<file path="src/hw/rtl/scd_pkg.sv">
// Shared types and constants for the stall collision detector.
// Used by scd_front, scd_back and the top level; depends on nothing.
`timescale 1ns / 1ps

package scd_pkg;

  localparam int ERR_W      = 24;
  localparam int MAG_W      = 23;
  localparam int TIME_W     = 32;
  localparam int WLEN_W     = 4;
  localparam int HITS_W     = 8;
  localparam int CFG_IDX_W  = 2;
  localparam int CFG_DATA_W = 23;
  localparam int IN_TDATA_W  = 64;
  localparam int OUT_TDATA_W = 64;

  localparam int MAX_WINDOW_DEFAULT = 8;
  localparam int QUEUE_DEPTH        = 2;

  localparam logic [MAG_W-1:0]  MAG_MAX         = 23'h7F_FFFF;
  localparam logic [MAG_W-1:0]  THRESHOLD_RESET = 23'd150;
  localparam logic [WLEN_W-1:0] WINDOW_RESET    = 4'd5;
  localparam logic [HITS_W-1:0] HITS_RESET      = 8'd3;

  typedef enum logic [CFG_IDX_W-1:0] {
    REG_THRESHOLD = 2'd0,
    REG_WINDOW    = 2'd1,
    REG_HITS      = 2'd2
  } cfg_reg_t;

  typedef struct packed {
    logic [MAG_W-1:0]  threshold;
    logic [WLEN_W-1:0] window_length;
    logic [HITS_W-1:0] hits_to_react;
  } cfg_t;

  // One classified poll, passed from the front end to the back end.
  typedef struct packed {
    logic [MAG_W-1:0]  magnitude;
    logic              shaft_blocked;
    logic [TIME_W-1:0] sample_time_ms;
  } queue_word_t;

  typedef struct packed {
    logic              react;
    logic [TIME_W-1:0] detect_latency_ms;
    logic              detect_valid;
    logic              collision;
    logic [MAG_W-1:0]  average_error;
  } result_t;

  typedef enum logic [1:0] {
    ST_IDLE,
    ST_SUM,
    ST_DIVIDE,
    ST_FINISH
  } back_state_t;

endpackage

</file>
<file path="src/hw/rtl/scd_ram.sv">
// Generic single-write, single-read RAM with a registered read port.
// Stand-alone; holds the error window of the detector.
`timescale 1ns / 1ps

module scd_ram #(
  parameter int WIDTH = 23,
  parameter int DEPTH = 8
) (
  input  logic                                    clk,
  input  logic                                    wr_en,
  input  logic [(DEPTH > 1 ? $clog2(DEPTH) : 1)-1:0] wr_addr,
  input  logic [WIDTH-1:0]                        wr_data,
  input  logic [(DEPTH > 1 ? $clog2(DEPTH) : 1)-1:0] rd_addr,
  output logic [WIDTH-1:0]                        rd_data
);

  logic [WIDTH-1:0] mem [DEPTH];

  always_ff @(posedge clk) begin
    if (wr_en) begin
      mem[wr_addr] <= wr_data;
    end
    rd_data <= mem[rd_addr];
  end

endmodule

</file>
<file path="src/hw/rtl/scd_front.sv">
// Front end: accepts polls, folds the angle error to a saturated magnitude
// and holds the result in a short queue for the back end. Uses scd_pkg.
`timescale 1ns / 1ps

module scd_front import scd_pkg::*; (
  input  logic                  clk,
  input  logic                  rst,
  input  logic                  s_axis_tvalid,
  output logic                  s_axis_tready,
  input  logic [IN_TDATA_W-1:0] s_axis_tdata,
  output logic                  q_valid,
  input  logic                  q_ready,
  output queue_word_t           q_word
);

  localparam int QPTR_W = (QUEUE_DEPTH > 1) ? $clog2(QUEUE_DEPTH) : 1;
  localparam int QCNT_W = $clog2(QUEUE_DEPTH + 1);

  queue_word_t       entries [QUEUE_DEPTH];
  logic [QPTR_W-1:0] wr_ptr;
  logic [QPTR_W-1:0] rd_ptr;
  logic [QCNT_W-1:0] count;

  logic [ERR_W-1:0] angle_error;
  logic [ERR_W-1:0] abs_error;
  queue_word_t      in_word;
  logic             push;
  logic             pop;

  assign angle_error = s_axis_tdata[ERR_W-1:0];
  // The most negative error has no positive twin and lands with bit 23 set.
  assign abs_error   = angle_error[ERR_W-1] ? (~angle_error + 1'b1) : angle_error;

  always_comb begin
    in_word.magnitude      = abs_error[ERR_W-1] ? MAG_MAX : abs_error[MAG_W-1:0];
    in_word.shaft_blocked  = s_axis_tdata[ERR_W];
    in_word.sample_time_ms = s_axis_tdata[ERR_W+TIME_W:ERR_W+1];
  end

  assign s_axis_tready = (count != QCNT_W'(QUEUE_DEPTH));
  assign push          = s_axis_tvalid && s_axis_tready;
  assign q_valid       = (count != '0);
  assign pop           = q_valid && q_ready;
  assign q_word        = entries[rd_ptr];

  always_ff @(posedge clk) begin
    if (push) begin
      entries[wr_ptr] <= in_word;
    end
  end

  always_ff @(posedge clk) begin
    if (rst) begin
      wr_ptr <= '0;
      rd_ptr <= '0;
      count  <= '0;
    end else begin
      if (push) begin
        wr_ptr <= (wr_ptr == QPTR_W'(QUEUE_DEPTH - 1)) ? '0 : wr_ptr + 1'b1;
      end
      if (pop) begin
        rd_ptr <= (rd_ptr == QPTR_W'(QUEUE_DEPTH - 1)) ? '0 : rd_ptr + 1'b1;
      end
      if (push && !pop) begin
        count <= count + 1'b1;
      end else if (pop && !push) begin
        count <= count - 1'b1;
      end
    end
  end

endmodule

</file>
<file path="src/hw/rtl/scd_back.sv">
// Back end: keeps the error window in RAM, sums it entry by entry, divides
// with a bit-serial divider and runs the collision bookkeeping.
// Uses scd_pkg and scd_ram.
`timescale 1ns / 1ps

module scd_back import scd_pkg::*; #(
  parameter int MAX_WINDOW = MAX_WINDOW_DEFAULT
) (
  input  logic        clk,
  input  logic        rst,
  input  cfg_t        cfg,
  input  logic        q_valid,
  output logic        q_ready,
  input  queue_word_t q_word,
  output logic        res_valid,
  input  logic        res_ready,
  output result_t     res
);

  localparam int ADDR_W = (MAX_WINDOW > 1) ? $clog2(MAX_WINDOW) : 1;
  localparam int FILL_W = $clog2(MAX_WINDOW + 1);
  localparam int SUM_W  = MAG_W + FILL_W;
  localparam int DCNT_W = $clog2(SUM_W + 1);
  localparam int CMP_W  = (FILL_W > WLEN_W) ? FILL_W : WLEN_W;

  back_state_t state, state_next;

  logic [ADDR_W-1:0] head;
  logic [FILL_W-1:0] fill;
  logic [ADDR_W-1:0] walk_idx;
  logic [FILL_W-1:0] rd_cnt;
  logic              rd_pend;
  logic [SUM_W-1:0]  sum;
  logic [FILL_W-1:0] rem;
  logic [SUM_W-1:0]  quo;
  logic [DCNT_W-1:0] div_cnt;
  queue_word_t       cur;
  logic [HITS_W-1:0] hit_run;
  logic              in_coll;
  logic [TIME_W-1:0] last_free;
  logic [TIME_W-1:0] lat;
  logic              lat_valid;

  logic [MAG_W-1:0]  rd_data;
  logic              ram_we;
  logic [CMP_W-1:0]  wl_ext;
  logic [FILL_W-1:0] len;
  logic [FILL_W:0]   fill_inc;
  logic [FILL_W-1:0] fill_new;
  logic [ADDR_W-1:0] head_new;
  logic [ADDR_W-1:0] walk_prev;
  logic [FILL_W:0]   rem_sh;
  logic              rem_ge;
  logic [FILL_W:0]   rem_diff;
  logic [MAG_W-1:0]  avg;
  logic              coll;
  logic [HITS_W-1:0] hit_new;
  logic [HITS_W-1:0] need;
  logic              react;
  logic              new_start;
  logic [TIME_W-1:0] lat_new;
  logic              res_free;
  logic              sum_done;
  logic              finish_go;

  scd_ram #(
    .WIDTH (MAG_W),
    .DEPTH (MAX_WINDOW)
  ) u_ring (
    .clk     (clk),
    .wr_en   (ram_we),
    .wr_addr (head),
    .wr_data (q_word.magnitude),
    .rd_addr (walk_prev),
    .rd_data (rd_data)
  );

  // Window geometry for this poll.
  always_comb begin
    wl_ext = CMP_W'(cfg.window_length);
    if (cfg.window_length == '0) begin
      len = FILL_W'(1);
    end else if (wl_ext > CMP_W'(MAX_WINDOW)) begin
      len = FILL_W'(MAX_WINDOW);
    end else begin
      len = wl_ext[FILL_W-1:0];
    end
    fill_inc  = {1'b0, fill} + 1'b1;
    fill_new  = (fill_inc > {1'b0, len}) ? len : fill_inc[FILL_W-1:0];
    head_new  = (head == ADDR_W'(MAX_WINDOW - 1)) ? '0 : head + 1'b1;
    walk_prev = (walk_idx == '0) ? ADDR_W'(MAX_WINDOW - 1) : walk_idx - 1'b1;
  end

  // One quotient bit per cycle.
  always_comb begin
    rem_sh   = {rem, quo[SUM_W-1]};
    rem_ge   = (rem_sh >= {1'b0, fill});
    rem_diff = rem_sh - {1'b0, fill};
  end

  // Collision bookkeeping for the poll in hand.
  always_comb begin
    avg       = (|quo[SUM_W-1:MAG_W]) ? MAG_MAX : quo[MAG_W-1:0];
    coll      = (avg > cfg.threshold) || cur.shaft_blocked;
    if (!coll) begin
      hit_new = '0;
    end else if (hit_run == '1) begin
      hit_new = hit_run;
    end else begin
      hit_new = hit_run + 1'b1;
    end
    need      = (cfg.hits_to_react == '0) ? HITS_W'(1) : cfg.hits_to_react;
    react     = (hit_new >= need);
    new_start = coll && !in_coll;
    lat_new   = new_start ? (cur.sample_time_ms - last_free) : lat;
  end

  assign res_free  = !res_valid || res_ready;
  assign sum_done  = (rd_cnt == fill) && !rd_pend;
  assign finish_go = (state == ST_FINISH) && res_free;

  always_ff @(posedge clk) begin
    if (rst) begin
      state <= ST_IDLE;
    end else begin
      state <= state_next;
    end
  end

  always_comb begin
    state_next = state;
    q_ready    = 1'b0;
    ram_we     = 1'b0;
    unique case (state)
      ST_IDLE: begin
        q_ready = 1'b1;
        if (q_valid) begin
          ram_we     = 1'b1;
          state_next = ST_SUM;
        end
      end
      ST_SUM: begin
        if (sum_done) begin
          state_next = ST_DIVIDE;
        end
      end
      ST_DIVIDE: begin
        if (div_cnt == DCNT_W'(1)) begin
          state_next = ST_FINISH;
        end
      end
      ST_FINISH: begin
        if (res_free) begin
          state_next = ST_IDLE;
        end
      end
      default: begin
        state_next = ST_IDLE;
      end
    endcase
  end

  // Working registers of the sum and the divider.
  always_ff @(posedge clk) begin
    if (rst) begin
      rd_pend <= 1'b0;
    end else begin
      case (state)
        ST_IDLE: begin
          if (q_valid) begin
            cur      <= q_word;
            walk_idx <= head_new;
            rd_cnt   <= '0;
            rd_pend  <= 1'b0;
            sum      <= '0;
          end
        end
        ST_SUM: begin
          // The RAM answers in the cycle after the address, so reads and adds overlap.
          if (rd_cnt != fill) begin
            walk_idx <= walk_prev;
            rd_cnt   <= rd_cnt + 1'b1;
            rd_pend  <= 1'b1;
          end else begin
            rd_pend  <= 1'b0;
          end
          if (rd_pend) begin
            sum <= sum + SUM_W'(rd_data);
          end
          if (sum_done) begin
            quo     <= sum;
            rem     <= '0;
            div_cnt <= DCNT_W'(SUM_W);
          end
        end
        ST_DIVIDE: begin
          rem     <= rem_ge ? rem_diff[FILL_W-1:0] : rem_sh[FILL_W-1:0];
          quo     <= {quo[SUM_W-2:0], rem_ge};
          div_cnt <= div_cnt - 1'b1;
        end
        default: begin
        end
      endcase
    end
  end

  // Window position, hit run, latency and the result register.
  always_ff @(posedge clk) begin
    if (rst) begin
      head      <= '0;
      fill      <= '0;
      hit_run   <= '0;
      in_coll   <= 1'b0;
      last_free <= '0;
      lat       <= '0;
      lat_valid <= 1'b0;
      res_valid <= 1'b0;
    end else begin
      if (ram_we) begin
        head <= head_new;
        fill <= fill_new;
      end
      if (finish_go) begin
        res_valid             <= 1'b1;
        res.average_error     <= avg;
        res.collision         <= coll;
        res.detect_valid      <= lat_valid || new_start;
        res.detect_latency_ms <= (lat_valid || new_start) ? lat_new : '0;
        res.react             <= react;
        if (react) begin
          head      <= '0;
          fill      <= '0;
          hit_run   <= '0;
          in_coll   <= 1'b0;
          lat       <= '0;
          lat_valid <= 1'b0;
          last_free <= cur.sample_time_ms;
        end else begin
          hit_run   <= hit_new;
          lat       <= lat_new;
          lat_valid <= lat_valid || new_start;
          in_coll   <= coll;
          if (!coll) begin
            last_free <= cur.sample_time_ms;
          end
        end
      end else if (res_ready) begin
        res_valid <= 1'b0;
      end
    end
  end

  a_fill_bound: assert property (@(posedge clk) disable iff (rst)
    fill <= FILL_W'(MAX_WINDOW))
    else $error("window fill count beyond the window size");

  a_react_clears: assert property (@(posedge clk) disable iff (rst)
    (finish_go && react) |=> (fill == '0 && hit_run == '0 && !lat_valid && !in_coll))
    else $error("react did not clear the window and the counters");

  a_latency_idle_zero: assert property (@(posedge clk) disable iff (rst)
    !lat_valid |-> (lat == '0))
    else $error("latched latency is nonzero while not valid");

  a_rem_below_divisor: assert property (@(posedge clk) disable iff (rst)
    (state == ST_DIVIDE) |-> (rem < fill))
    else $error("divider remainder not below the fill count");

endmodule

</file>
<file path="src/hw/rtl/stall_collision_detector_top.sv">
// Top level of the stall collision detector: configuration registers, the
// front end with its queue and the back end. Uses scd_pkg, scd_front, scd_back.
// Each accepted word passes the window walk over the single RAM read port and
// the one-bit-per-cycle divider, which yields SUM_W = 23 + clog2(MAX_WINDOW + 1)
// quotient bits, before its result word; the back end takes no new word until
// its last result is in the output register, while the queue holds two polls.
// Reset is synchronous and active high; it restores the register defaults and
// empties the window and the queue at once, with no clearing pass.
`timescale 1ns / 1ps

module stall_collision_detector_top import scd_pkg::*; #(
  parameter int MAX_WINDOW = MAX_WINDOW_DEFAULT
) (
  input  logic                   clk,
  input  logic                   rst,
  input  logic                   s_axis_tvalid,
  output logic                   s_axis_tready,
  // angle_error[23:0], shaft_blocked[24], sample_time_ms[56:25], zeros above
  input  logic [IN_TDATA_W-1:0]  s_axis_tdata,
  output logic                   m_axis_tvalid,
  input  logic                   m_axis_tready,
  // average_error[22:0], collision[23], detect_valid[24],
  // detect_latency_ms[56:25], react[57], zeros above
  output logic [OUT_TDATA_W-1:0] m_axis_tdata,
  input  logic                   cfg_valid,
  output logic                   cfg_ready,
  input  logic [CFG_IDX_W-1:0]   cfg_index,
  input  logic [CFG_DATA_W-1:0]  cfg_data
);

  cfg_t        cfg;
  logic        q_valid;
  logic        q_ready;
  queue_word_t q_word;
  result_t     res;

  assign cfg_ready = 1'b1;

  always_ff @(posedge clk) begin
    if (rst) begin
      cfg.threshold     <= THRESHOLD_RESET;
      cfg.window_length <= WINDOW_RESET;
      cfg.hits_to_react <= HITS_RESET;
    end else if (cfg_valid) begin
      unique case (cfg_index)
        REG_THRESHOLD: cfg.threshold     <= cfg_data[MAG_W-1:0];
        REG_WINDOW:    cfg.window_length <= cfg_data[WLEN_W-1:0];
        REG_HITS:      cfg.hits_to_react <= cfg_data[HITS_W-1:0];
        default: begin
        end
      endcase
    end
  end

  scd_front u_front (
    .clk           (clk),
    .rst           (rst),
    .s_axis_tvalid (s_axis_tvalid),
    .s_axis_tready (s_axis_tready),
    .s_axis_tdata  (s_axis_tdata),
    .q_valid       (q_valid),
    .q_ready       (q_ready),
    .q_word        (q_word)
  );

  scd_back #(
    .MAX_WINDOW (MAX_WINDOW)
  ) u_back (
    .clk       (clk),
    .rst       (rst),
    .cfg       (cfg),
    .q_valid   (q_valid),
    .q_ready   (q_ready),
    .q_word    (q_word),
    .res_valid (m_axis_tvalid),
    .res_ready (m_axis_tready),
    .res       (res)
  );

  assign m_axis_tdata = {(OUT_TDATA_W - $bits(result_t))'(0), res};

endmodule
</file>
<file path="config.mk">
export PLATFORM = sky130hd
export DESIGN_NAME = stall_collision_detector_top
export DESIGN_NICKNAME = d
export VERILOG_FILES = /design/src/hw/rtl/scd_pkg.sv /design/src/hw/rtl/scd_ram.sv /design/src/hw/rtl/scd_front.sv /design/src/hw/rtl/scd_back.sv /design/src/hw/rtl/stall_collision_detector_top.sv
export SDC_FILE = /design/constraint.sdc
export NUM_CORES = 1
export LEC_CHECK = 0
export CORE_UTILIZATION = 54
export CTS_BUF_LIST = sky130_fd_sc_hd__clkbuf_8
export CTS_CLUSTER_SIZE = 30
export DETAILED_ROUTE_END_ITERATION = 8
export DONT_BUFFER_PORTS = 1
export PLACE_DENSITY = 0.69
export SLEW_MARGIN = 20
export SYNTH_ARGS = -nofsm -noshare
export SYNTH_HDL_FRONTEND = slang
export SYNTH_HIERARCHICAL = 1
export SYNTH_SLANG_ARGS = --single-unit
</file>
<file path="constraint.sdc">
create_clock -name clk -period 14.11 [get_ports clk]
set_input_delay 2.822 -clock clk [delete_from_list [all_inputs] [get_ports clk]]
set_output_delay 2.822 -clock clk [all_outputs]
set_load 0.01 [all_outputs]
</file>
After elaboration in Yosys (flattened, before gate mapping)
Memories as Yosys holds them, arrays and structs flattened. A register that Yosys moved wholly into a read port is not among the register bits.
Cells that the tools add are included.
{"block": "op_classes", "n_addsub": 14, "n_mul": 0, "n_div": 0, "n_lt_le_gt_ge": 5, "eq_ne": 18, "shift": 0, "muxes": 63, "n_bitwise": 2, "reduce_logical": 37}
{"operator": "32-bit 2-to-1 mux", "count": 4}
{"operator": "27-bit one-hot mux with 2 select lines", "count": 2}
{"operator": "27-bit 2-to-1 mux", "count": 3}
{"operator": "23-bit 2-to-1 mux", "count": 2}
{"operator": "4-bit 2-to-1 mux", "count": 10}
{"operator": "8-bit 2-to-1 mux", "count": 4}
{"operator": "32-bit subtractor", "count": 1}
{"operator": "27-bit by 23-bit adder with 27-bit output", "count": 1}
{"operator": "24-bit by 1-bit adder with 24-bit output, second input constant", "count": 1}
{"operator": "24-bit 2-to-1 mux", "count": 1}
{"operator": "24-bit NOT", "count": 1}
{"operator": "23-bit greater-than comparator", "count": 1}
{"operator": "3-bit 2-to-1 mux", "count": 7}
{"operator": "1-bit 2-to-1 mux", "count": 17}
{"operator": "4-bit one-hot mux with 2 select lines", "count": 2}
{"operator": "2-bit 2-to-1 mux", "count": 6}
{"operator": "2-bit AND reduction", "count": 6}
{"operator": "4-bit AND reduction", "count": 3}
{"operator": "2-bit by 1-bit != test with 1-bit output, second input constant", "count": 5}
{"operator": "5-bit one-hot mux with 2 select lines", "count": 1}
{"operator": "2-bit nonzero test", "count": 5}
{"operator": "8-bit by 1-bit adder with 8-bit output, second input constant", "count": 1}
{"operator": "8-bit == test, second input constant", "count": 1}
{"operator": "8-bit >= comparator", "count": 1}
{"operator": "33 further kinds", "count": 53}
{"block": "word_totals", "regBits": 285, "latchBits": 0, "ramBits": 296, "mem_bits_ro": 0, "input_bits": 94, "out_inout_bits": 67, "elab_cells": 170, "n_memories": 2}
{"memory": "u_back.u_ring.mem", "depth": 8, "word_bits": 23, "rd": 1, "rd_clocked_by_memory_dff": 1, "write_ports": 1, "line_no": "scd_ram.sv:17", "source": "logic [WIDTH-1:0] mem [DEPTH];"}
{"memory": "u_front.entries", "depth": 2, "word_bits": 56, "rd": 1, "rd_clocked_by_memory_dff": 1, "write_ports": 1, "line_no": "scd_front.sv:19", "source": "queue_word_t entries [QUEUE_DEPTH];"}

Logic depth before layout (Yosys ltp)
Gate-level depths: netlist of the first run.
{"block": "logic_depth", "ltp_word": 8, "ltp_mapped": 24, "depth_no_buf": 20}

By module
The synthesis of the first run kept the hierarchy.
{"module": "scd_back", "n_inst": 1, "cells_per_inst": 1281, "area_each_um2": 13611.8}
{"module": "scd_ram", "n_inst": 1, "cells_per_inst": 301, "area_each_um2": 7566.0}
{"module": "scd_front", "n_inst": 1, "cells_per_inst": 297, "area_each_um2": 4855.9}
{"module": "stall_collision_detector_top", "n_inst": 1, "cells_per_inst": 157, "area_each_um2": 1577.8}

Least setup slack after synthesis of the first run
Ideal clock, no wire load.
{"block": "synth_timing", "path_type": "in2reg", "start": "input port m_axis_tready", "end": "register u_back.lat[12]", "arrival_time_ns": 6.534, "t_required_ns": 14.054, "slack_ns": 7.520, "stages": 6, "path_buffers": 1, "path_cell_list": "nand2b_1 > nand2_1 > nor2_1 > nand3_2 > buf_4 > a2bb2o_4"}
{"block": "synth_via", "elab_chain_len": 2}
{"item": "start: declaration", "line_no": "stall_collision_detector_top.sv:21", "source": "input logic m_axis_tready,"}
{"item": "1-bit logical OR", "line_no": "scd_back.sv:118", "source": "assign res_free = !res_valid || res_ready;"}
{"item": "1-bit logical AND", "line_no": "scd_back.sv:120", "source": "assign finish_go = (state == ST_FINISH) && res_free;"}
{"item": "end signal: assignment", "line_no": "scd_back.sv:240", "source": "lat <= lat_new;"}
{"item": "end: declaration", "line_no": "scd_back.sv:41", "source": "logic [TIME_W-1:0] lat;"}
Every way passes these cells.
A chain may end at the register's enable or synchronous reset.

Final worst setup path of the first run
{"block": "layout_timing", "start": "register u_back.quo[26]", "end": "register u_back.lat[10]"}
{"block": "layout_via", "elab_chain_len": 7}
{"item": "start: declaration", "line_no": "scd_back.sv:35", "source": "logic [SUM_W-1:0] quo;"}
{"item": "start signal: assignment", "line_no": "scd_back.sv:191", "source": "quo <= sum;"}
{"item": "start signal: assignment", "line_no": "scd_back.sv:198", "source": "quo <= {quo[SUM_W-2:0], rem_ge};"}
{"item": "4-bit OR reduction (*)", "line_no": "scd_back.sv:103", "source": "avg = (|quo[SUM_W-1:MAG_W]) ? MAG_MAX : quo[MAG_W-1:0];"}
{"item": "23-bit 2-to-1 mux (*)", "line_no": "scd_back.sv:103"}
{"item": "net u_back.avg[4]", "line_no": "scd_back.sv:55", "source": "logic [MAG_W-1:0] avg;"}
{"item": "23-bit greater-than comparator (*)", "line_no": "scd_back.sv:104", "source": "coll = (avg > cfg.threshold) || cur.shaft_blocked;"}
{"item": "1-bit logical OR (*)", "line_no": "scd_back.sv:104"}
{"item": "net u_back.coll", "line_no": "scd_back.sv:56", "source": "logic coll;"}
{"item": "8-bit 2-to-1 mux or 1-bit logical AND (tied branches)", "line_no": "scd_back.sv:105, scd_back.sv:114"}
{"item": "8-bit >= comparator or 32-bit 2-to-1 mux (tied branches)", "line_no": "scd_back.sv:113, scd_back.sv:115"}
{"item": "32-bit 2-to-1 mux (*)", "line_no": "scd_back.sv:230", "source": "if (react) begin"}
The timed path passes the listed nets; every way through them passes the cells marked *.

==> out/metrics.cfg, run 1 <==
[setup_path]
critical_path_required_ps=14720
crit_buf_inv=3
rr_worst_depth=21
critPathTopFamily=compound AO/OA/AOI/OAI gates
slowest_delay_ps=740
critPathKind=flop to flop
crit_chain=nor4_2 > buf_4 > nand2b_1 > ha_1 > a211oi_1 > nor2_1 > o31a_1 > o41a_1 > a211oi_4 > inv_1 > nand2_1 > ha_1 > nand2b_1 > a21o_1 > a21oi_1 > o21ai_1 > a21o_1 > inv_1 > a21oi_2 > nor2_4 > a2bb2o_1
crit_arrival_ps=6410
cp_slowest_cell=nor2_4
regToRegSetupSlack_ps=8300
worstReg2RegEnd=u_back/lat[10]
cp-start-kind=flop
endpoint_kind=flop
r2r_start=u_back/quo[26]
path_max_fanout=32

[clock_network]
cts_resized=0
cts_max_path_buffers=3
path_clk_slew_ps=60
cts-root-buf=clkbuf_8
clk_latency_ps=670
cts_setup_buffers=0
cts_buffers=100
cts.sinks=605
h-tree-depth=3
hold_buffers=0
cts_tree=built

[sta]
post-route-min-period_ps=5810
max_freq_mhz=172
worst_pin_slew_ps=1060
slew_headroom=0.291
rsz0062_at_grt=no
hold_viol_final=0
drv_slew=0
min_period_over_period=0.411
fin_skew_ps=28.3
whs_ps=466
setup-tns-final_ps=0
setup_viol=0

[placed_design]
numPortBuffers=0
dp_hpwl_mm=35.3
place_congestion=0.875

[routing]
avgRoutedWirePerCell_um=19.0
remaining_drc_errors=0
wl_mm=53.7
dr.pass1.iters=5
postRouteAntennaNets=0
drt_iter0_markers=1000
drt-vias-per-instance=5.61
route.vias.total=15900

[synth]
ys.flop_type=edfxtp_1
synth.avg_cell_area_um2=13.6
synthArstFlopShare=0
synth-seq-cells=605
ys_types=83
yosys_warnings=6
synth_cells=2036
ys_seq_area_frac=0.604
syn_area_mm2=0.0276
synth_edf_count=457

[power]
powerDensity_mw_per_mm2=191
p_leak_nw=11.1
ir_drop_mv=0.135

[die]
rows=82
start_util=0.549
die_area_mm2=0.0520
die_h_um=228
die_x_um=228
ioPinCount=161
core_area_mm2=0.0503

[global_routing]
grt_pass1_vias=15800
grt.overflow.total=0
antenna_found_initial=3
grt_pass1_wl_mm=84.9
grt.total_usage=0.206
grt_max_degree=117

[min_path]
hp-class=flop to flop
hold_start=u_back/lat[6]
min_path_cells=1
hold_path_end=u_back/lat[6]

[layout]
syn_to_final_growth_pct=9.53
drive_gt1_frac=0.147
fin_util=0.602
nets=2273

[run]
drv_cap=0

[status]
status=complete, no violations

metal layers:
metal	global-route usage	up-vias	part of all wire
met5	0	-	0.00024
met4	0.0646	2	0.018
met3	0.0424	79	0.058
met2	0.311	370	0.44
met1	0.299	7776	0.48
li1	-	7662	-
synth_stat cells (4+ instances only):
library cell  instances  area share
nor4_1                4     0.00091
a211oi_1             12      0.0033
ha_1                108       0.049
nor2_1              132       0.018
nand2_1              97       0.013
o31ai_1              12      0.0033
buf_2                14      0.0025
dfxtp_1             148        0.11
xnor2_1              35       0.011
and2_1               29      0.0066
a31oi_1               9      0.0020
and3b_1               5      0.0016
or3_1                 7      0.0016
mux2i_1              72       0.026
mux2_2              106       0.043
o21a_1                7      0.0019
inv_1                95       0.013
a2bb2o_1              6      0.0022
buf_6                10      0.0041
edfxtp_1            457        0.50
o211ai_1              4      0.0011
mux4_1               37       0.035
and3_1                7      0.0016
xor2_1               46       0.015
nor3_1               24      0.0044
clkbuf_1             52      0.0071
nand2b_1             93       0.021
a2bb2o_4             16       0.012
nand3_1              56       0.010
o2bb2ai_1             4      0.0013
a21oi_1              79       0.014
mux4_2                9      0.0073
o31a_1                7      0.0022
a21boi_0              6      0.0016
o21ai_0              71       0.013
nor2b_1              18      0.0041
a21o_1               25      0.0068
o41ai_1               5      0.0016
a22o_1                8      0.0025
nand4_1              16      0.0036
nand3b_1              6      0.0016
o21bai_1              8      0.0022
o21ai_1               5     0.00091
buf_4                11      0.0030
worst max path at each step:
stage | slack [ps] | depth (start not counted) | endpoint | from
floorplan | 7520 | 6 | u_back/lat[12] | m_axis_tready
global placement | 8060 | 21 | u_back/lat[10] | u_back/quo[26]
detailed placement | 8040 | 21 | u_back/lat[5] | u_back/quo[26]
CTS | 8010 | 21 | u_back/lat[5] | u_back/quo[26]
global route | 7860 | 21 | u_back/lat[4] | u_back/quo[26]
finish | 8300 | 21 | u_back/lat[10] | u_back/quo[26]
sequential cells by signal, summed over array words and instances (netlist names), 3 cells and up, named ones only:
signal / flops
u_front/entries: 112
u_back/head: 3
u_back/last_free: 32
u_back/u_ring/mem: 184
u_back/walk_idx: 3
u_back/lat: 32
u_back/rd_cnt: 4
u_back/fill: 4
u_back/div_cnt: 5
u_back/u_ring/rd_data: 23
u_back/quo: 27
u_back/cur: 33
cfg: 35
u_back/rem: 4
u_back/res: 58
u_back/sum: 27
u_back/hit_run: 8
metrics by stage:
step | cells | area (µm²) | worst slack [ps] | power [mW]
after floorplan | 2041 | 27600 | 7520 | 3.84
after global placement | 2638 | 28200 | 8060 | 4.24
after detailed placement | 2638 | 28200 | 8040 | 4.31
after CTS | 2828 | 30200 | 8010 | 5.83
after global routing | 2829 | 30200 | 7860 | 6.11
final | 2831 | 30200 | 8300 | 5.78
cell families after synthesis:
family / Yosys count / synth area share
compound gates: 315 / 0.0821
xor+xnor: 81 / 0.0257
fa+ha+maj: 111 / 0.0511
buf+inv: 185 / 0.0300
flops: 605 / 0.604
mux: 224 / 0.112
other cells: 2 / 0.000272
simple gates: 513 / 0.0947
layout make-up:
class                           instances  area [µm²]
Clock inverter                         80         490
Antenna cell                            3        7.51
Multi-Input combinational cell       1251       10200
Fill cell                            3942       20000
Timing Repair Buffer                   15         113
Clock buffer                          110        1510
Sequential cell                       605       16700
Inverter                               95         357
Tap cell                              672         841
where the power goes:
group	internal, mW	leakage [nW]	switching (mW)	total [mW]
Clock	0.815	1.17	0.687	1.50
Sequential	2.33	5.37	0.143	2.48
Combinational	0.790	4.52	1.01	1.80
Total	3.94	11.1	1.84	5.78
cell usage in the layout (no fill, tap or decap), types with 35 or more instances in the layout:
cell type / synthesis / layout
mux2_2: 106 / 106
ha_1: 108 / 108
xnor2_1: 35 / 35
xor2_1: 46 / 46
edfxtp_1: 457 / 457
o21ai_0: 71 / 71
nand3_1: 56 / 56
mux4_1: 37 / 37
clkbuf_8: 0 / 110
mux2i_1: 72 / 72
nand2b_1: 93 / 92
inv_1: 95 / 131
dfxtp_1: 148 / 146
nor2_1: 132 / 123
a21oi_1: 79 / 79
nand2_1: 97 / 97
(Power assumes the default switching activity.)
==> run 2, diff against run 1 <==
- PLACE_DENSITY: 0.69 -> 0.72
- clock period: 14.11 -> 5.1 ns (I/O delays scaled with it)
==> run 2 against run 1 <==
Effect of this change: hold slack lost 21 ps; total power grew to 2.8 times the previous value; global-route usage shrank 0.062 points; flip-flop and latch count is the same; setup slack lost 8100 ps; non-clock buffer count grew 21; combinational power grew to 2.8 times the previous value; critical path depth grew 4; critical endpoint is now u_back/last_free[6]; largest cell class unchanged; highest routed layer is now met4.
==> out/metrics.cfg, run 2 (same netlist as run 1, synthesis figures left out) <==
[status]
status=complete, no violations

[global_routing]
grt_pass1_vias=15800  ; +0.14%
grt_pass1_wl_mm=84.7  ; -0.29%
grt.total_usage=0.205  ; -0.000623
grt_max_degree=117  ; unchanged
grt.overflow.total=0  ; unchanged
antenna_found_initial=0  ; -3

[routing]
drt_iter0_markers=1092  ; +9.2%
postRouteAntennaNets=0  ; unchanged
route.vias.total=16100  ; +1.1%
drt-vias-per-instance=5.67  ; +0.94%
remaining_drc_errors=0  ; unchanged
dr.pass1.iters=5  ; unchanged
avgRoutedWirePerCell_um=19.2  ; +1.1%
wl_mm=54.4  ; +1.3%

[sta]
max_freq_mhz=205  ; +19%
whs_ps=444  ; -21.5 ps
setup_viol=0  ; unchanged
worst_pin_slew_ps=1000  ; -60.5 ps
drv_slew=0  ; unchanged
min_period_over_period=0.955  ; +0.543
post-route-min-period_ps=4870  ; -937 ps
fin_skew_ps=43.5  ; +15.2 ps
setup-tns-final_ps=0  ; unchanged
slew_headroom=0.331  ; +0.0404
hold_viol_final=0  ; unchanged

[layout]
syn_to_final_growth_pct=11.0
seq_area_mm2=0.0167  ; unchanged
nets=2290  ; +0.75%
fill_cells=3786  ; -4.0%
largest_reg_flops=184  ; unchanged
drive_gt1_frac=0.166  ; +0.0185
final_common_cell=edfxtp_1
design_area_mm2=0.0306  ; +1.3%
regMostFlops=u_back/u_ring/mem
multi_input_area_mm2=0.0104  ; +1.7%
reg_top3=u_back/u_ring/mem: 184 flops, u_front/entries: 112 flops, u_back/res: 58 flops
layout_common_cells=edfxtp_1 (457), dfxtp_1 (146), inv_1 (127)
fin_cells=2836  ; +0.18%

[die]
die_area_mm2=0.0520  ; unchanged
die_x_um=228  ; unchanged
start_util=0.549  ; unchanged
die_h_um=228  ; unchanged
core_area_mm2=0.0503  ; unchanged
rows=82  ; unchanged
ioPinCount=161  ; unchanged

[min_path]
hp-class=input port to flop

[setup_path]
path_max_fanout=7  ; -78%
cp-start-kind=flop
endpoint_kind=flop
critical_path_required_ps=5640  ; -9080 ps
crit_arrival_ps=5410  ; -1000 ps
critPathKind=flop to flop

[run]
drv_cap=0  ; unchanged

[clock_network]
clk_latency_ps=680  ; about the same
cts_tree=built
cts-root-buf=clkbuf_8
hold_buffers=0  ; unchanged
cts_buffers=96  ; -4.0%
cts.sinks=605  ; unchanged
cts_max_path_buffers=3  ; unchanged
path_clk_slew_ps=60  ; about the same
h-tree-depth=3  ; unchanged

[placed_design]
dp_hpwl_mm=35.7  ; +1.2%
place_congestion=0.884  ; +1.0%
numPortBuffers=0  ; unchanged
placed_cells=2645  ; +0.27%
placed_area_mm2=0.0283  ; +0.35%

[power]
pwr-share-seq=0.431  ; +0.003
power_mw=15.9  ; +180%
switchingPower_mw=5.09  ; +180%
p_leak_nw=11.2  ; +1.4%
combPwrFrac=0.317  ; +0.005
p_clk_frac=0.252  ; -0.008
switching_share=0.319  ; +0.000434
powerDensity_mw_per_mm2=520  ; +170%
ir_drop_mv=0.409  ; +200%
p_int_mw=10.8  ; +180%

-- run 2: what timing repair did --
action	4_1_cts	5_1_grt
gates resized for setup	0	27
endpoints found under the setup margin	0	68
setup buffers	0	9
-- run 2: final timing paths --
kind / startpoint / to / slack, ps / cells past startpoint
setup / recovery: u_back/quo[25] / u_back/last_free[6] / 230 / 25
hold / removal: s_axis_tdata[35] / u_front/entries[1][10] / 440 / 0
setup reg to reg: u_back/quo[25] / u_back/last_free[6] / 230 / 25
hold reg to reg: u_back/lat[11] / u_back/lat[11] / 460 / 1
-- run 2: worst max-delay path, stage by stage, from the launching register on --
cell       delay (ps)
edfxtp_1          430
nor4_4            280
buf_4             180
clkbuf_16         150
nand2b_4           60
ha_1              320
nand3b_1          110
a21oi_1            70
o31a_1            280
o41a_1            460
a211oi_2          260
buf_6             160
inv_1              60
nand2_1            60
ha_1              220
nand2b_1          140
a21o_1            180
a21oi_2           130
o21ai_1            80
a21o_1            230
buf_6             160
o21ai_4           160
buf_12            150
clkbuf_16         160
mux2i_1           190
nor2_1             50
-- run 2: final cells by class --
cell class,instances,area share
sequential,605,0.545
multi-input combinational,1251,0.340
clock buffer,113,0.0508
tap,672,0.0274
timing repair buffer,36,0.0134
clock inverter,63,0.0124
inverter,95,0.0116
antenna,1,0.0000817
-- run 2: per-stage QoR --
step           utilization  setup WS [ps]
3_3_place_gp         0.563            210
2_1_floorplan            -           11.8
5_1_grt              0.609          -65.1
4_1_cts              0.602           92.4
6_report             0.610            231
3_5_place_dp         0.563            163
-- run 2: power by group through the flow --
stage | clock (mW) | sequential, mW | combinational (mW)
finish | 4.02 | 6.86 | 5.05
global route | 4.36 | 6.93 | 5.53
CTS | 4.15 | 6.86 | 4.97
detailed placement | 0 | 6.96 | 4.94
global placement | 0 | 6.92 | 4.80
floorplan | 0 | 6.79 | 3.85
-- run 2: routing by layer --
layer	track usage	wire [µm]	vias up
li1	-	-	7694
met1	0.289	25300	7863
met2	0.318	24700	444
met3	0.0458	3510	65
met4	0.0652	901	0
met5	0	0	-
==> run 3, diff against run 2 <==
- CELL_PAD_IN_SITES_DETAIL_PLACEMENT: default -> 0
- CELL_PAD_IN_SITES_GLOBAL_PLACEMENT: default -> 1
- CORE_UTILIZATION: 54 -> 50
- GPL_ROUTABILITY_DRIVEN: default -> 0
- PLACE_DENSITY: 0.72 -> default
- PLACE_DENSITY_LB_ADDON: default -> 0.1
==> run 3 against run 2 <==
Effect of this change: total power barely moved; flip-flop and latch count did not move; non-clock buffer count rose by 2; highest routed layer unchanged; via count fell by 1.4%; clock skew fell by 1.4 ps; global-route usage fell by 1.2 points; count of clock-buffer cells in the layout fell by 5; largest cell class unchanged; clock power barely moved; critical path depth fell by 1; cell area rose by 0.39%; critical path type unchanged; combinational power barely moved; setup slack got worse by 92 ps.
==> out/metrics.cfg, run 3 (same netlist as run 1, synthesis figures left out) <==
[status]
status=complete, no violations

[routing]
wl_mm=55.7  ; +2.4%
dr.pass1.iters=5  ; unchanged
drt_iter0_markers=769  ; -30%
postRouteAntennaNets=0  ; unchanged
avgRoutedWirePerCell_um=19.4  ; +1.0%
drt-vias-per-instance=5.51  ; -2.7%
remaining_drc_errors=0  ; unchanged
route.vias.total=15800  ; -1.4%

[placed_design]
placed_area_mm2=0.0284  ; +0.23%
dp_hpwl_mm=36.3  ; +1.6%
numPortBuffers=0  ; unchanged
dp_slack_ps=197  ; +33.9 ps

[clock_network]
cts_tree=built
clk_latency_ps=690  ; about the same
h-tree-depth=3  ; unchanged
cts_buffers=100  ; +4.2%
path_clk_slew_ps=60  ; about the same
cts.sinks=605  ; unchanged
cts-root-buf=clkbuf_8
hold_buffers=0  ; unchanged
cts_max_path_buffers=3  ; unchanged

[layout]
regMostFlops=u_back/u_ring/mem
final_common_cell=edfxtp_1
fill_cells=4410  ; +16%
largest_reg_flops=184  ; unchanged
syn_to_final_growth_pct=11.4
drive_gt1_frac=0.163  ; -0.00283
nets=2296  ; +0.26%
fin_util=0.567  ; -0.0424
layout_common_cells=edfxtp_1 (457), dfxtp_1 (147), inv_1 (139)
reg_top3=u_back/u_ring/mem: 184 flops, u_front/entries: 112 flops, u_back/res: 58 flops
design_area_mm2=0.0308  ; +0.39%

[setup_path]
cp-start-kind=flop
endpoint_kind=flop
crit_buf_inv=6  ; -1
critPathKind=flop to flop
crit_top_cell=nor2_1
cp_slowest_cell=o41a_1
crit_chain=nor4_4 > buf_12 > buf_8 > nand2b_4 > ha_4 > nand4_1 > a21oi_2 > o31a_1 > o41a_1 > a211oi_4 > buf_6 > nor2_1 > ha_1 > a21oi_2 > nor2_1 > a211oi_2 > o21ai_1 > a21o_1 > buf_6 > o21ai_4 > buf_12 > clkbuf_16 > mux2i_1 > nor2_1
slowest_delay_ps=480  ; +20 ps
critical_path_required_ps=5650  ; about the same
critPathTopFamily=compound AO/OA/AOI/OAI gates
path_max_fanout=8  ; +1
crit_arrival_ps=5510  ; +100 ps

[power]
powerDensity_mw_per_mm2=518  ; -0.35%
p_leak_nw=11.3  ; +0.48%
ir_drop_mv=0.457  ; +12%
power_mw=15.9  ; about the same

[sta]
drv_slew=0  ; unchanged
hold_viol_final=0  ; unchanged
setup-tns-final_ps=0  ; unchanged
min_period_over_period=0.973  ; +0.0180
max_freq_mhz=202  ; -1.8%
fin_skew_ps=42.1  ; -1.43 ps
fin_ws_ps=139  ; -91.7 ps
post-route-min-period_ps=4960  ; +91.7 ps
worst_pin_slew_ps=1080  ; +76.2 ps
setup_viol=0  ; unchanged
slew_headroom=0.280  ; -0.0509

[min_path]
hp-class=input port to flop

[global_routing]
grt.total_usage=0.194  ; -0.0116
grt_max_degree=117  ; unchanged
grt.overflow.total=0  ; unchanged
grt_pass1_wl_mm=84.4  ; -0.28%
antenna_found_initial=1  ; +1
grt_pass1_vias=15300  ; -3.3%

[die]
rows=85  ; +3.7%
core_area_mm2=0.0542  ; +7.9%
ioPinCount=161  ; unchanged
die_area_mm2=0.0562  ; +7.9%
die_x_um=237  ; +3.9%
die_h_um=237  ; +3.9%
start_util=0.509  ; -0.0402

[run]
drv_cap=0  ; unchanged

==> run 3: cell types whose count changed in the layout (fill, tap and decap cells not counted), sizes merged <==
cell,before,now
clkbuf,117,112
clkinv,24,26
inv,130,143
bufinv,2,3
buf,32,34
==> run 3: cell type report <==
| cell class | instances | area, µm² | share of cell area |
|---|---|---|---|
| Inverter | 95 | 357 | 0.0116 |
| Sequential cell | 605 | 16700 | 0.542 |
| Clock buffer | 108 | 1490 | 0.0483 |
| Tap cell | 696 | 871 | 0.0283 |
| Antenna cell | 1 | 2.50 | 0.0000814 |
| Timing Repair Buffer | 38 | 434 | 0.0141 |
| Multi-Input combinational cell | 1251 | 10500 | 0.340 |
| Clock inverter | 79 | 450 | 0.0146 |
==> run 3: what timing repair did <==
action | 4_1_cts | 5_1_grt
endpoints found under the setup margin | 0 | 39
setup buffers | 0 | 7
gates resized for setup | 0 | 39
==> run 3: per-layer routing <==
metal / share of wire / vias up / wire length (µm) / GRT usage
met3: 0.054 / 62 / 3020 / 0.0417
met1: 0.49 / 7703 / 27100 / 0.279
met4: 0.015 / 0 / 808 / 0.0608
met5: 0 / - / 0 / 0
li1: - / 7722 / - / -
met2: 0.44 / 347 / 24700 / 0.292
==> run 3: power breakdown <==
group,switching (mW),internal (mW)
clock network,1.89,2.12
registers,0.400,6.46
logic,2.82,2.25
total,5.11,10.8
==> run 3: path summary, 6_finish.rpt <==
kind | from | end | slack [ps] | depth (start not counted)
max | u_back/quo[25] | u_back/last_free[25] | 140 | 24
max reg2reg | u_back/quo[25] | u_back/last_free[25] | 140 | 24
min reg2reg | u_back/lat[4] | u_back/lat[4] | 460 | 1
min | s_axis_tdata[37] | u_front/entries[1][12] | 430 | 0
==> run 3: worst register-to-register path, stage by stage (launching register included) <==
cell	delay, ps
edfxtp_1	440
nor4_4	390
buf_12	160
buf_8	120
nand2b_4	80
ha_4	240
nand4_1	130
a21oi_2	60
o31a_1	280
o41a_1	480
a211oi_4	330
buf_6	180
nor2_1	60
ha_1	300
a21oi_2	130
nor2_1	60
a211oi_2	180
o21ai_1	90
a21o_1	200
buf_6	140
o21ai_4	160
buf_12	150
clkbuf_16	180
mux2i_1	200
nor2_1	50
==> run 3: metrics by stage <==
step | hold slack, ps | std cells
after floorplan | 432 | 2041
after global placement | 443 | 2671
after detailed placement | 447 | 2672
after CTS | 352 | 2859
after global routing | 373 | 2873
final | 429 | 2873
